### config.mk
export PLATFORM = sky130hd
export DESIGN_NAME = secded_39_32_codec
export DESIGN_NICKNAME = d
export VERILOG_FILES = /design/src/hdl/secded_pkg.sv /design/src/hdl/secded_core.sv /design/src/hdl/secded_39_32_codec.sv
export SDC_FILE = /design/constraint.sdc
export NUM_CORES = 1
export LEC_CHECK = 0
export ABC_AREA = 1
export CAP_MARGIN = 0
export CORE_MARGIN = 2
export CORE_UTILIZATION = 50
export CTS_CLUSTER_SIZE = 40
export DETAILED_ROUTE_END_ITERATION = 12
export DONT_BUFFER_PORTS = 1
export PLACE_DENSITY = 0.66
export SLEW_MARGIN = 30
export SYNTH_ARGS = -nofsm -noshare
export SYNTH_HDL_FRONTEND = slang
export SYNTH_HIERARCHICAL = 1
export SYNTH_SLANG_ARGS = --single-unit
### constraint.sdc
create_clock -name clk -period 5.4 [get_ports clk]
set_input_delay 0 -clock clk [delete_from_list [all_inputs] [get_ports clk]]
set_output_delay 0 -clock clk [all_outputs]
set_load 0.01 [all_outputs]
### src/hdl/secded_pkg.sv
// Shared types, constants and the check-matrix table for the 39/32 SEC-DED codec.
// Used by secded_core and secded_39_32_codec; depends on nothing else.

package secded_pkg;

  localparam int DATA_W = 32;
  localparam int CHK_W  = 7;
  localparam int CW_W   = DATA_W + CHK_W;

  // Operation carried in the input beat's tuser.
  typedef enum logic {
    REQ_ENCODE = 1'b0,
    REQ_DECODE = 1'b1
  } req_t;

  // Result status carried in the output beat's tuser.
  typedef enum logic [1:0] {
    ST_OK          = 2'd0,
    ST_CORRECTED   = 2'd1,
    ST_UNCORRECTED = 2'd2
  } status_t;

  typedef struct packed {
    logic [CW_W-1:0]   code_out;
    logic [DATA_W-1:0] data_out;
    logic [CHK_W-1:0]  syndrome;
    status_t           status;
  } res_t;

  // Check-matrix column k belongs to codeword bit 38-k; bit r is check row r.
  // All columns have odd weight and are pairwise distinct.
  localparam logic [CHK_W-1:0] HCOL [0:CW_W-1] = '{
    7'h57, 7'h07, 7'h5B, 7'h6B, 7'h0B, 7'h73, 7'h13, 7'h23,
    7'h1C, 7'h2C, 7'h4C, 7'h34, 7'h54, 7'h64, 7'h68, 7'h38,
    7'h16, 7'h46, 7'h1A, 7'h2A, 7'h4A, 7'h32, 7'h52, 7'h62,
    7'h5D, 7'h6D, 7'h0D, 7'h75, 7'h15, 7'h25, 7'h29, 7'h79,
    7'h01, 7'h02, 7'h04, 7'h08, 7'h10, 7'h20, 7'h40
  };

  // Syndrome of a codeword: XOR of the columns of all set bits.
  function automatic logic [CHK_W-1:0] syndrome_of(input logic [CW_W-1:0] cw);
    logic [CHK_W-1:0] s;
    s = '0;
    for (int k = 0; k < CW_W; k++) begin
      if (cw[CW_W-1-k]) begin
        s = s ^ HCOL[k];
      end
    end
    return s;
  endfunction

endpackage

### src/hdl/secded_core.sv
// Combinational encode and decode/correct logic of the 39/32 SEC-DED codec.
// Depends on secded_pkg for the check-matrix table and the result struct.

module secded_core (
  input  secded_pkg::req_t                   req_type,
  input  logic [secded_pkg::DATA_W-1:0]      data_in,
  input  logic [secded_pkg::CW_W-1:0]        code_in,
  output secded_pkg::res_t                   res
);

  logic [secded_pkg::CHK_W-1:0] enc_par;
  logic [secded_pkg::CW_W-1:0]  enc_word;
  logic [secded_pkg::CHK_W-1:0] dec_syn;
  logic [secded_pkg::CW_W-1:0]  flip;

  // Encode: the parity is the syndrome of the data with zero check bits.
  // Check row r lands on codeword bit 6-r, so the parity is bit-reversed.
  always_comb begin
    enc_par  = secded_pkg::syndrome_of({data_in, {secded_pkg::CHK_W{1'b0}}});
    enc_word = {data_in, {secded_pkg::CHK_W{1'b0}}};
    for (int r = 0; r < secded_pkg::CHK_W; r++) begin
      enc_word[secded_pkg::CHK_W-1-r] = enc_par[r];
    end
  end

  // Decode: compare the syndrome against every column in parallel.
  // Columns are distinct and nonzero, so at most one bit is flipped.
  always_comb begin
    dec_syn = secded_pkg::syndrome_of(code_in);
    for (int k = 0; k < secded_pkg::CW_W; k++) begin
      flip[secded_pkg::CW_W-1-k] = (dec_syn == secded_pkg::HCOL[k]);
    end
  end

  // Select the result for the requested operation.
  always_comb begin
    res = '0;
    case (req_type)
      secded_pkg::REQ_ENCODE: begin
        res.code_out = enc_word;
        res.syndrome = '0;
        res.status   = secded_pkg::ST_OK;
      end
      secded_pkg::REQ_DECODE: begin
        res.code_out = code_in ^ flip;
        res.syndrome = dec_syn;
        if (dec_syn == '0) begin
          res.status = secded_pkg::ST_OK;
        end else if (|flip) begin
          res.status = secded_pkg::ST_CORRECTED;
        end else begin
          res.status = secded_pkg::ST_UNCORRECTED;
        end
      end
      default: begin
        res.code_out = code_in;
        res.status   = secded_pkg::ST_UNCORRECTED;
      end
    endcase
    res.data_out = res.code_out[secded_pkg::CW_W-1:secded_pkg::CHK_W];
  end

endmodule

### src/hdl/secded_39_32_codec.sv
// Top level of the 39/32 SEC-DED codec: input register, codec logic, result register.
// Depends on secded_pkg and secded_core.
//
// Usage:
//   Requests arrive on the s_axis stream. tuser selects the operation (0 encode,
//   1 decode); tdata carries the data word in bits 31..0 and the received
//   codeword in bits 70..32. Each request gives exactly one result beat on the
//   m_axis stream: tdata holds code_out (38..0), data_out (70..39) and the
//   syndrome (77..71); tuser holds the status (0 clean, 1 one bit corrected,
//   2 uncorrectable).
//   Throughput is one beat per cycle while the receiver keeps taking results. A
//   request accepted on s_axis is held in the input register; the encode or
//   syndrome/correct logic then feeds the result register, which presents the
//   result beat on m_axis until the receiver takes it.
//   When the receiver stalls, the result register holds its beat and the input
//   register still takes one more request; s_axis_tready drops only when both
//   registers are full, and no beat is lost or repeated.
//   The synchronous reset empties both registers; there is no other state and
//   no configuration.

module secded_39_32_codec (
  input  logic        clk,
  input  logic        rst,
  input  logic        s_axis_tvalid,
  output logic        s_axis_tready,
  input  logic [71:0] s_axis_tdata,   // data_in [31:0], code_in [70:32], zero [71]
  input  logic        s_axis_tuser,   // req_type [0]
  output logic        m_axis_tvalid,
  input  logic        m_axis_tready,
  output logic [79:0] m_axis_tdata,   // code_out [38:0], data_out [70:39],
                                      // syndrome [77:71], zero [79:78]
  output logic [1:0]  m_axis_tuser    // status [1:0]
);

  localparam int DW = secded_pkg::DATA_W;
  localparam int CW = secded_pkg::CW_W;

  logic                  in_valid;
  secded_pkg::req_t      in_req;
  logic [DW-1:0]         in_data;
  logic [CW-1:0]         in_code;
  logic                  out_valid;
  secded_pkg::res_t      out_res;
  secded_pkg::res_t      core_res;
  logic                  out_ready;

  // The result register can load when it is empty or being drained.
  assign out_ready     = !out_valid || m_axis_tready;
  assign s_axis_tready = !in_valid || out_ready;

  // Valid flags of the two register stages.
  always_ff @(posedge clk) begin
    if (rst) begin
      in_valid  <= 1'b0;
      out_valid <= 1'b0;
    end else begin
      if (s_axis_tready) begin
        in_valid <= s_axis_tvalid;
      end
      if (out_ready) begin
        out_valid <= in_valid;
      end
    end
  end

  // Input register captures an accepted beat.
  always_ff @(posedge clk) begin
    if (s_axis_tvalid && s_axis_tready) begin
      in_req  <= secded_pkg::req_t'(s_axis_tuser);
      in_data <= s_axis_tdata[DW-1:0];
      in_code <= s_axis_tdata[DW+CW-1:DW];
    end
  end

  secded_core u_core (
    .req_type (in_req),
    .data_in  (in_data),
    .code_in  (in_code),
    .res      (core_res)
  );

  // Result register loads when the input stage moves forward.
  always_ff @(posedge clk) begin
    if (in_valid && out_ready) begin
      out_res <= core_res;
    end
  end

  assign m_axis_tvalid = out_valid;
  assign m_axis_tdata  = {2'b00, out_res.syndrome, out_res.data_out, out_res.code_out};
  assign m_axis_tuser  = out_res.status;

`ifndef SYNTHESIS
  // A full input stage that can move forward shows up at the output next cycle.
  a_advance: assert property (@(posedge clk) disable iff (rst)
    (in_valid && out_ready) |=> out_valid)
    else $error("input stage advanced but no result became valid");

  // A blocked input stage keeps its beat.
  a_hold_in: assert property (@(posedge clk) disable iff (rst)
    (in_valid && !out_ready) |=> in_valid)
    else $error("blocked input stage dropped its beat");

  // A clean result always has a zero syndrome.
  a_ok_syn: assert property (@(posedge clk) disable iff (rst)
    (out_valid && out_res.status == secded_pkg::ST_OK) |-> (out_res.syndrome == '0))
    else $error("clean status with nonzero syndrome");

  // A corrected result comes from an odd-weight syndrome.
  a_corr_odd: assert property (@(posedge clk) disable iff (rst)
    (out_valid && out_res.status == secded_pkg::ST_CORRECTED) |-> (^out_res.syndrome))
    else $error("correction made for an even-weight syndrome");

  // The data field always mirrors the upper codeword bits.
  a_data_out: assert property (@(posedge clk) disable iff (rst)
    out_valid |-> (out_res.data_out == out_res.code_out[CW-1:secded_pkg::CHK_W]))
    else $error("data_out differs from code_out data bits");
`endif

endmodule

==> qor.csv, run 1 <==
metric,value,unit
"EDFF count, synth",152,
largest net degree at the start of global routing,73,
DR WL met2,10800,um
sw frac,32.2,%
clock root cell,clkbuf_16,
max_slew headroom,37.4,%
initial cell density of the core,51.0,%
Fin Clk Skew,0.0136,ns
CTS tree,built,
hold slack,0.189,ns
largest area contributor in the netlist,edfxtp_1,
Die Ht,137,um
measured slew at the worst slew-check pin,0.938,ns
synthesized cell area,8790,um2
HP Start,s_axis_tdata[17],
Num CTS Buffers,17,
Seq cells post-synth,154,
CP most frequent cell,nand2_1,
VDD IR-drop max,262,uV
post-CTS resize count,0,
number of port buffers,0,
# IOs,161,
R2R depth,13,
Worst setup SP type,flip-flop,
Synth async-reset ratio,0,%
Post-Route WL,22900,um
Pre-antenna DRT Iters,6,
vias in the first global route,5982,
CP required,5.55,ns
Top Layer Used,met4,
GPL Wtd Cong,0.994,
Switch Pwr,1120,uW
placed cell area,8710,um2
# setup viols final,0,
core area,17200,um2
fin crit period,3.16,ns
die width,137,um
WL/cell,18.7,um
Critical-path top delay cell,edfxtp_1,
Filler Cells Inserted,1458,
R2R Setup Slk,2.24,ns
Final TNS setup,0,ns
Seq pwr share,43.9,%
Int Pwr,2350,uW
DP HPWL,17300,um
CP Cell Sequence,nand2_1 > nand2_1 > nand2_1 > nand3b_1 > nand2_1 > nand2_1 > nand2_2 > xnor2_4 > nand2_2 > nor2_4 > nand2_1 > xor2_1 > o21ai_0,
grt ovf,0,
first-pass GRT wire length,33800,um
hold path depth,1,
Cells after Synth,950,
Vias/cell,5.20,
power share of the combinational group,23.5,%
"Largest stage delay, worst path",0.71,ns
status,finished clean,
Clock transition at path regs,0.07,ns
Final Util,58.1,%
Mapped Avg Cell Area,9.25,um2
initial DRC count,497,
pwr dens,347,nW/um2
fin crit share,58.4,%
Crit. End Element,flip-flop,
final standard cell area without fillers,10000,um2
"count leader, synth",nand2_1,
setup repair bufs after CTS,0,
top_reg_cell synth,edfxtp_1,
Setup CP Type,reg2reg,
Synth top area share,51.9,%
"Hold Vio Cnt, Final",0,
sequential area share after synthesis,52.4,%
synthesis-to-layout area growth,13.9,%
# Max-Cap Violations,0,
routed via count,6379,
worst reg2reg startpoint,in_code[27],
"Arr. time, crit path",3.31,ns
Synth cell types,33,
Final ANT Viol Nets,0,
worst hold path class,in2reg,
clock network power share,32.6,%
latest clock arrival within the worst-skew pair,0.43,ns
share of cells above drive strength 1,8.19,%
# DRC,0,
Worst Hold Path EP,in_data[17],
ANT cells,0,
RSZ-0062 raised after global routing,false,
Clock Sinks,154,
Synthesis Warnings,6,
reg2reg end,m_axis_tdata[13],
die area,18700,um2
Final Max Slew Viols,0,
metal3 WL,1700,um
Power Total,3470,uW
antenna violations before repair,0,
# nets final,1065,
f_max,0.317,GHz
"top cells by count, synth","nand2_1 (306), edfxtp_1 (152), nor2_1 (75)",
"Hold-fix buffers, CTS",75,
Clock Tree Buf Depth,2,
H-tree depth,4,
FP Rows,48,
M1 WL,10100,um
leakage dissipation,0.00419,uW
Area contributors post-synth,"edfxtp_1 (52%), nand2_1 (13%), xnor2_1 (7.0%), xor2_1 (6.8%), buf_4 (3.4%)",
crit-path max FO,7,
Total Routing Usage GR,25.3,%
-- layer usage --
metal	vias up	global-route usage, %
li1	3086	-
met1	2978	34.0
met2	289	40.6
met3	26	6.37
met4	0	7.35
met5	-	0
-- sequential cells by signal (all words and copies together) (netlist names) --
register	flops
in_valid	1
in_data	32
m_axis_tuser	2
in_req	1
in_code	39
m_axis_tdata	78
m_axis_tvalid	1
-- cells by family after synthesis --
group	synth area share [%]
simple gates	22.3
xor+xnor	14.1
mux	0.114
flops	52.4
compound gates	3.13
other cells	0.0427
buf+inv	7.96
-- cell type report --
| cell class | instances | area, um2 | area share, % |
|---|---|---|---|
| sequential | 154 | 4600 | 46.0 |
| multi-input combinational | 657 | 3500 | 35.0 |
| timing repair buffer | 78 | 773 | 7.73 |
| clock buffer | 20 | 437 | 4.36 |
| inverter | 80 | 300 | 3.00 |
| tap | 225 | 282 | 2.81 |
| clock inverter | 12 | 115 | 1.15 |
-- through the flow --
stage               instances  worst slack [ns]
finish                   1226              2.24
global route             1226              2.03
CTS                      1226              2.32
detailed placement       1119              2.35
global placement         1119              2.42
floorplan                 951             0.582
-- how the worst max path moves through the flow --
stage | from | to | slack [ns]
floorplan | m_axis_tvalid | m_axis_tdata[0] | 0.58
finish | in_code[27] | m_axis_tdata[13] | 2.24
global placement | in_code[27] | m_axis_tdata[6] | 2.42
detailed placement | in_code[13] | m_axis_tdata[45] | 2.35
global route | in_code[27] | m_axis_tdata[11] | 2.03
CTS | in_code[13] | m_axis_tdata[13] | 2.32
-- power by group through the flow --
stage,Clock [uW],Sequential [uW],Combinational [uW]
4_1_cts,1150,1520,803
3_3_place_gp,0,1540,750
2_1_floorplan,0,1510,635
5_1_grt,1210,1530,891
3_5_place_dp,0,1550,755
6_report,1130,1520,817
-- worst max-delay path: cells and delay by family, from the launching register on --
family	cells	cell delay, ns
xor+xnor	2	0.47
compound gates	1	0.48
flops	1	0.71
simple gates	10	1.21
-- cells in the final DEF, fill, tap and decap left out, types with 4 or more instances in the layout --
cell           synthesis  final
nand2_1              306    306
edfxtp_1             152    152
dlygate4sd3_1          0     75
nor2_1                75     75
xnor2_1               70     70
xor2_1                68     68
inv_1                 64     63
nand3_1               43     43
o21ai_0               34     34
clkbuf_16              0     17
inv_2                 15     16
nand2_2               16     16
a31oi_1                9      9
nand3b_1               8      8
nor2_2                 5      5
inv_6                  0      4
nand2_4                4      4
No activity file was read; power rests on OpenSTA's default activity.
==> run 2, diff against run 1 <==
PLACE_DENSITY = 0.69   (was 0.66)
clock period = 2.7 ns   (was 5.4 ns; I/O delays follow)
==> qor.csv, run 2 (same netlist as run 1, synthesis figures left out) <==
metric,value,unit,change
leakage dissipation,0.00507,uW,+21%
H-tree depth,4,,unchanged
Fin Clk Skew,0.0116,ns,-0.00195 ns
DP HPWL,18300,um,+5.8%
# setup viols final,4,,+4
number of port buffers,0,,unchanged
Num CTS Buffers,17,,unchanged
max reg flops,78,,unchanged
synthesis-to-layout area growth,33.9,%,
CP most frequent cell,nand2_2,,
RSZ-0062 raised after global routing,true,,
"Hold Vio Cnt, Final",0,,unchanged
final standard cell area without fillers,11800,um2,+18%
die width,137,um,unchanged
Power Total,7900,uW,+130%
CTS tree,built,,
R2R Setup Slk,-0.01,ns,-2.26 ns
pwr dens,672,nW/um2,+94%
Critical Path Stages,20,,+7
antenna violations before repair,0,,unchanged
crit path buf inv count,5,,+5
initial DRC count,607,,+22%
GPL Wtd Cong,0.959,,-3.6%
die area,18700,um2,unchanged
fin crit period,2.71,ns,-0.442 ns
Setup CP Type,reg2reg,,
initial cell density of the core,51.0,%,unchanged
measured slew at the worst slew-check pin,0.565,ns,-0.373 ns
max_slew headroom,62.1,%,+25 points
worst hold path class,in2reg,,
Post-Route WL,25800,um,+12%
hold slack,0.0907,ns,-0.0985 ns
worst reg2reg startpoint,in_code[13],,
FP Rows,48,,unchanged
Finished Layout Cells,1352,,+10%
Final Util,68.3,%,+10 points
Worst setup startpoint,in_code[13],,
# Max-Cap Violations,0,,unchanged
Pre-antenna DRT Iters,5,,-1
Reg area,4600,um2,unchanged
Critical-path top delay cell,edfxtp_1,,
latest clock arrival within the worst-skew pair,0.43,ns,about the same
# DRC,0,,unchanged
CP Cell Sequence,buf_6 > xnor2_2 > xnor2_1 > buf_4 > inv_1 > nand2_2 > nand2_2 > nand2_1 > nand2_2 > nand2_4 > buf_6 > nor2_8 > nand2_2 > nand2_1 > nor2_2 > inv_1 > nor2_1 > nand2_1 > nor2_1 > nor2_1,,
WL/cell,19.0,um,+1.9%
Worst setup SP type,flip-flop,,
Die Ht,137,um,unchanged
vias in the first global route,6579,,+10%
core area,17200,um2,unchanged
Clock Tree Buf Depth,2,,unchanged
VDD IR-drop max,506,uV,+93%
Crit path max-delay family,simple AND/OR/NAND/NOR gates,,
hold path depth,3,,+2
Crit. End Element,flip-flop,,
Vias/cell,5.15,,-0.98%
# IOs,161,,unchanged
grt ovf,0,,unchanged
"commonest non-fill, non-tap cell in the layout",nand2_1,,
most frequent cells in the layout,"nand2_1 (247), edfxtp_1 (152), buf_4 (108), dlygate4sd3_1 (75), nand2_2 (64)",,
final setup margin,-0.0145,ns,-2.26 ns
"Arr. time, crit path",2.89,ns,-0.42 ns
Final Max Slew Viols,0,,unchanged
crit-path max FO,5,,-2
CP required,2.88,ns,-2.67 ns
ANT cells,0,,unchanged
Filler Cells Inserted,1216,,-17%
Final ANT Viol Nets,0,,unchanged
Clock Sinks,154,,unchanged
failing checks,setup timing,,
critical path endpoint,m_axis_tuser[0],,
fin crit share,101,%,+42 points
placed cell area,9390,um2,+7.9%
"Largest stage delay, worst path",0.54,ns,-0.17 ns
Total Routing Usage GR,27.3,%,+2.0 points
f_max,0.368,GHz,+16%
R2R depth,20,,+7
largest net degree at the start of global routing,73,,unchanged
reg2reg end,m_axis_tuser[0],,
DP Cell Count,1202,,+7.4%
Clock transition at path regs,0.07,ns,about the same
area occupied by multi-input gates,4110,um2,+17%
clock root cell,clkbuf_16,,
routed via count,6966,,+9.2%
status,finished with violations,,
# nets final,1191,,+12%
share of cells above drive strength 1,30.0,%,+22 points
first-pass GRT wire length,36700,um,+8.6%
-- run 2: changes by cell type in the layout (fill, tap and decap cells not counted), sizes merged --
cell	before	now
bufinv	1	2
clkinvlp	2	1
clkbuf	20	18
buf	3	129
inv	84	86
-- run 2: worst min path at each step --
stage	slack, ns	to	startpoint
after floorplan	0.06	in_valid	rst
after global placement	0.06	in_valid	rst
after detailed placement	0.07	in_valid	rst
after CTS	0.1	in_data[29]	s_axis_tvalid
after global routing	0.12	in_data[29]	s_axis_tvalid
final	0.09	in_data[29]	s_axis_tvalid
-- run 2: final cells by class --
cell class | instances | area share (%)
Sequential cell | 154 | 39.1
Tap cell | 225 | 2.39
Clock inverter | 14 | 1.54
Timing Repair Buffer | 204 | 15.7
Inverter | 80 | 2.62
Multi-Input combinational cell | 657 | 34.9
Clock buffer | 18 | 3.73
-- run 2: through the flow --
stage | setup WS [ns] | TNS, ns
floorplan | 0.298 | 0
global placement | -0.0611 | -0.468
detailed placement | -0.103 | -0.771
CTS | -0.0437 | -0.122
global route | -0.229 | -3.88
finish | -0.0145 | -0.0391
-- run 2: worst min-delay path: stages --
cell and delay, ns:
nand2_1 0.06, inv_2 0.05, buf_12 0.21
-- run 2: timing repair --
item | 4_1_cts | 5_1_grt
pin swaps | 2 | 29
endpoints found under the hold margin | 74 | 0
setup endpoints to repair | 34 | 70
hold buffers | 75 | 0
resized for setup | 18 | 180
buffers inserted | 13 | 31
cloned | 0 | 0
-- run 2: routing by layer --
layer  global-route usage, %  up-vias  share of wire (%)
met2                    43.7      303                 48
met3                    4.74       54                6.8
met4                    11.9        0                3.2
li1                        -     3345                  -
met1                    36.5     3264                 42
met5                       0        -                  0
-- run 2: report_power, final --
group / internal (uW) / total, uW / leakage [uW] / switching (uW)
Clock: 1430 / 2500 / 0.000302 / 1070
Sequential: 2840 / 3020 / 0.00147 / 175
Combinational: 986 / 2380 / 0.00329 / 1400
Total: 5260 / 7900 / 0.00507 / 2640
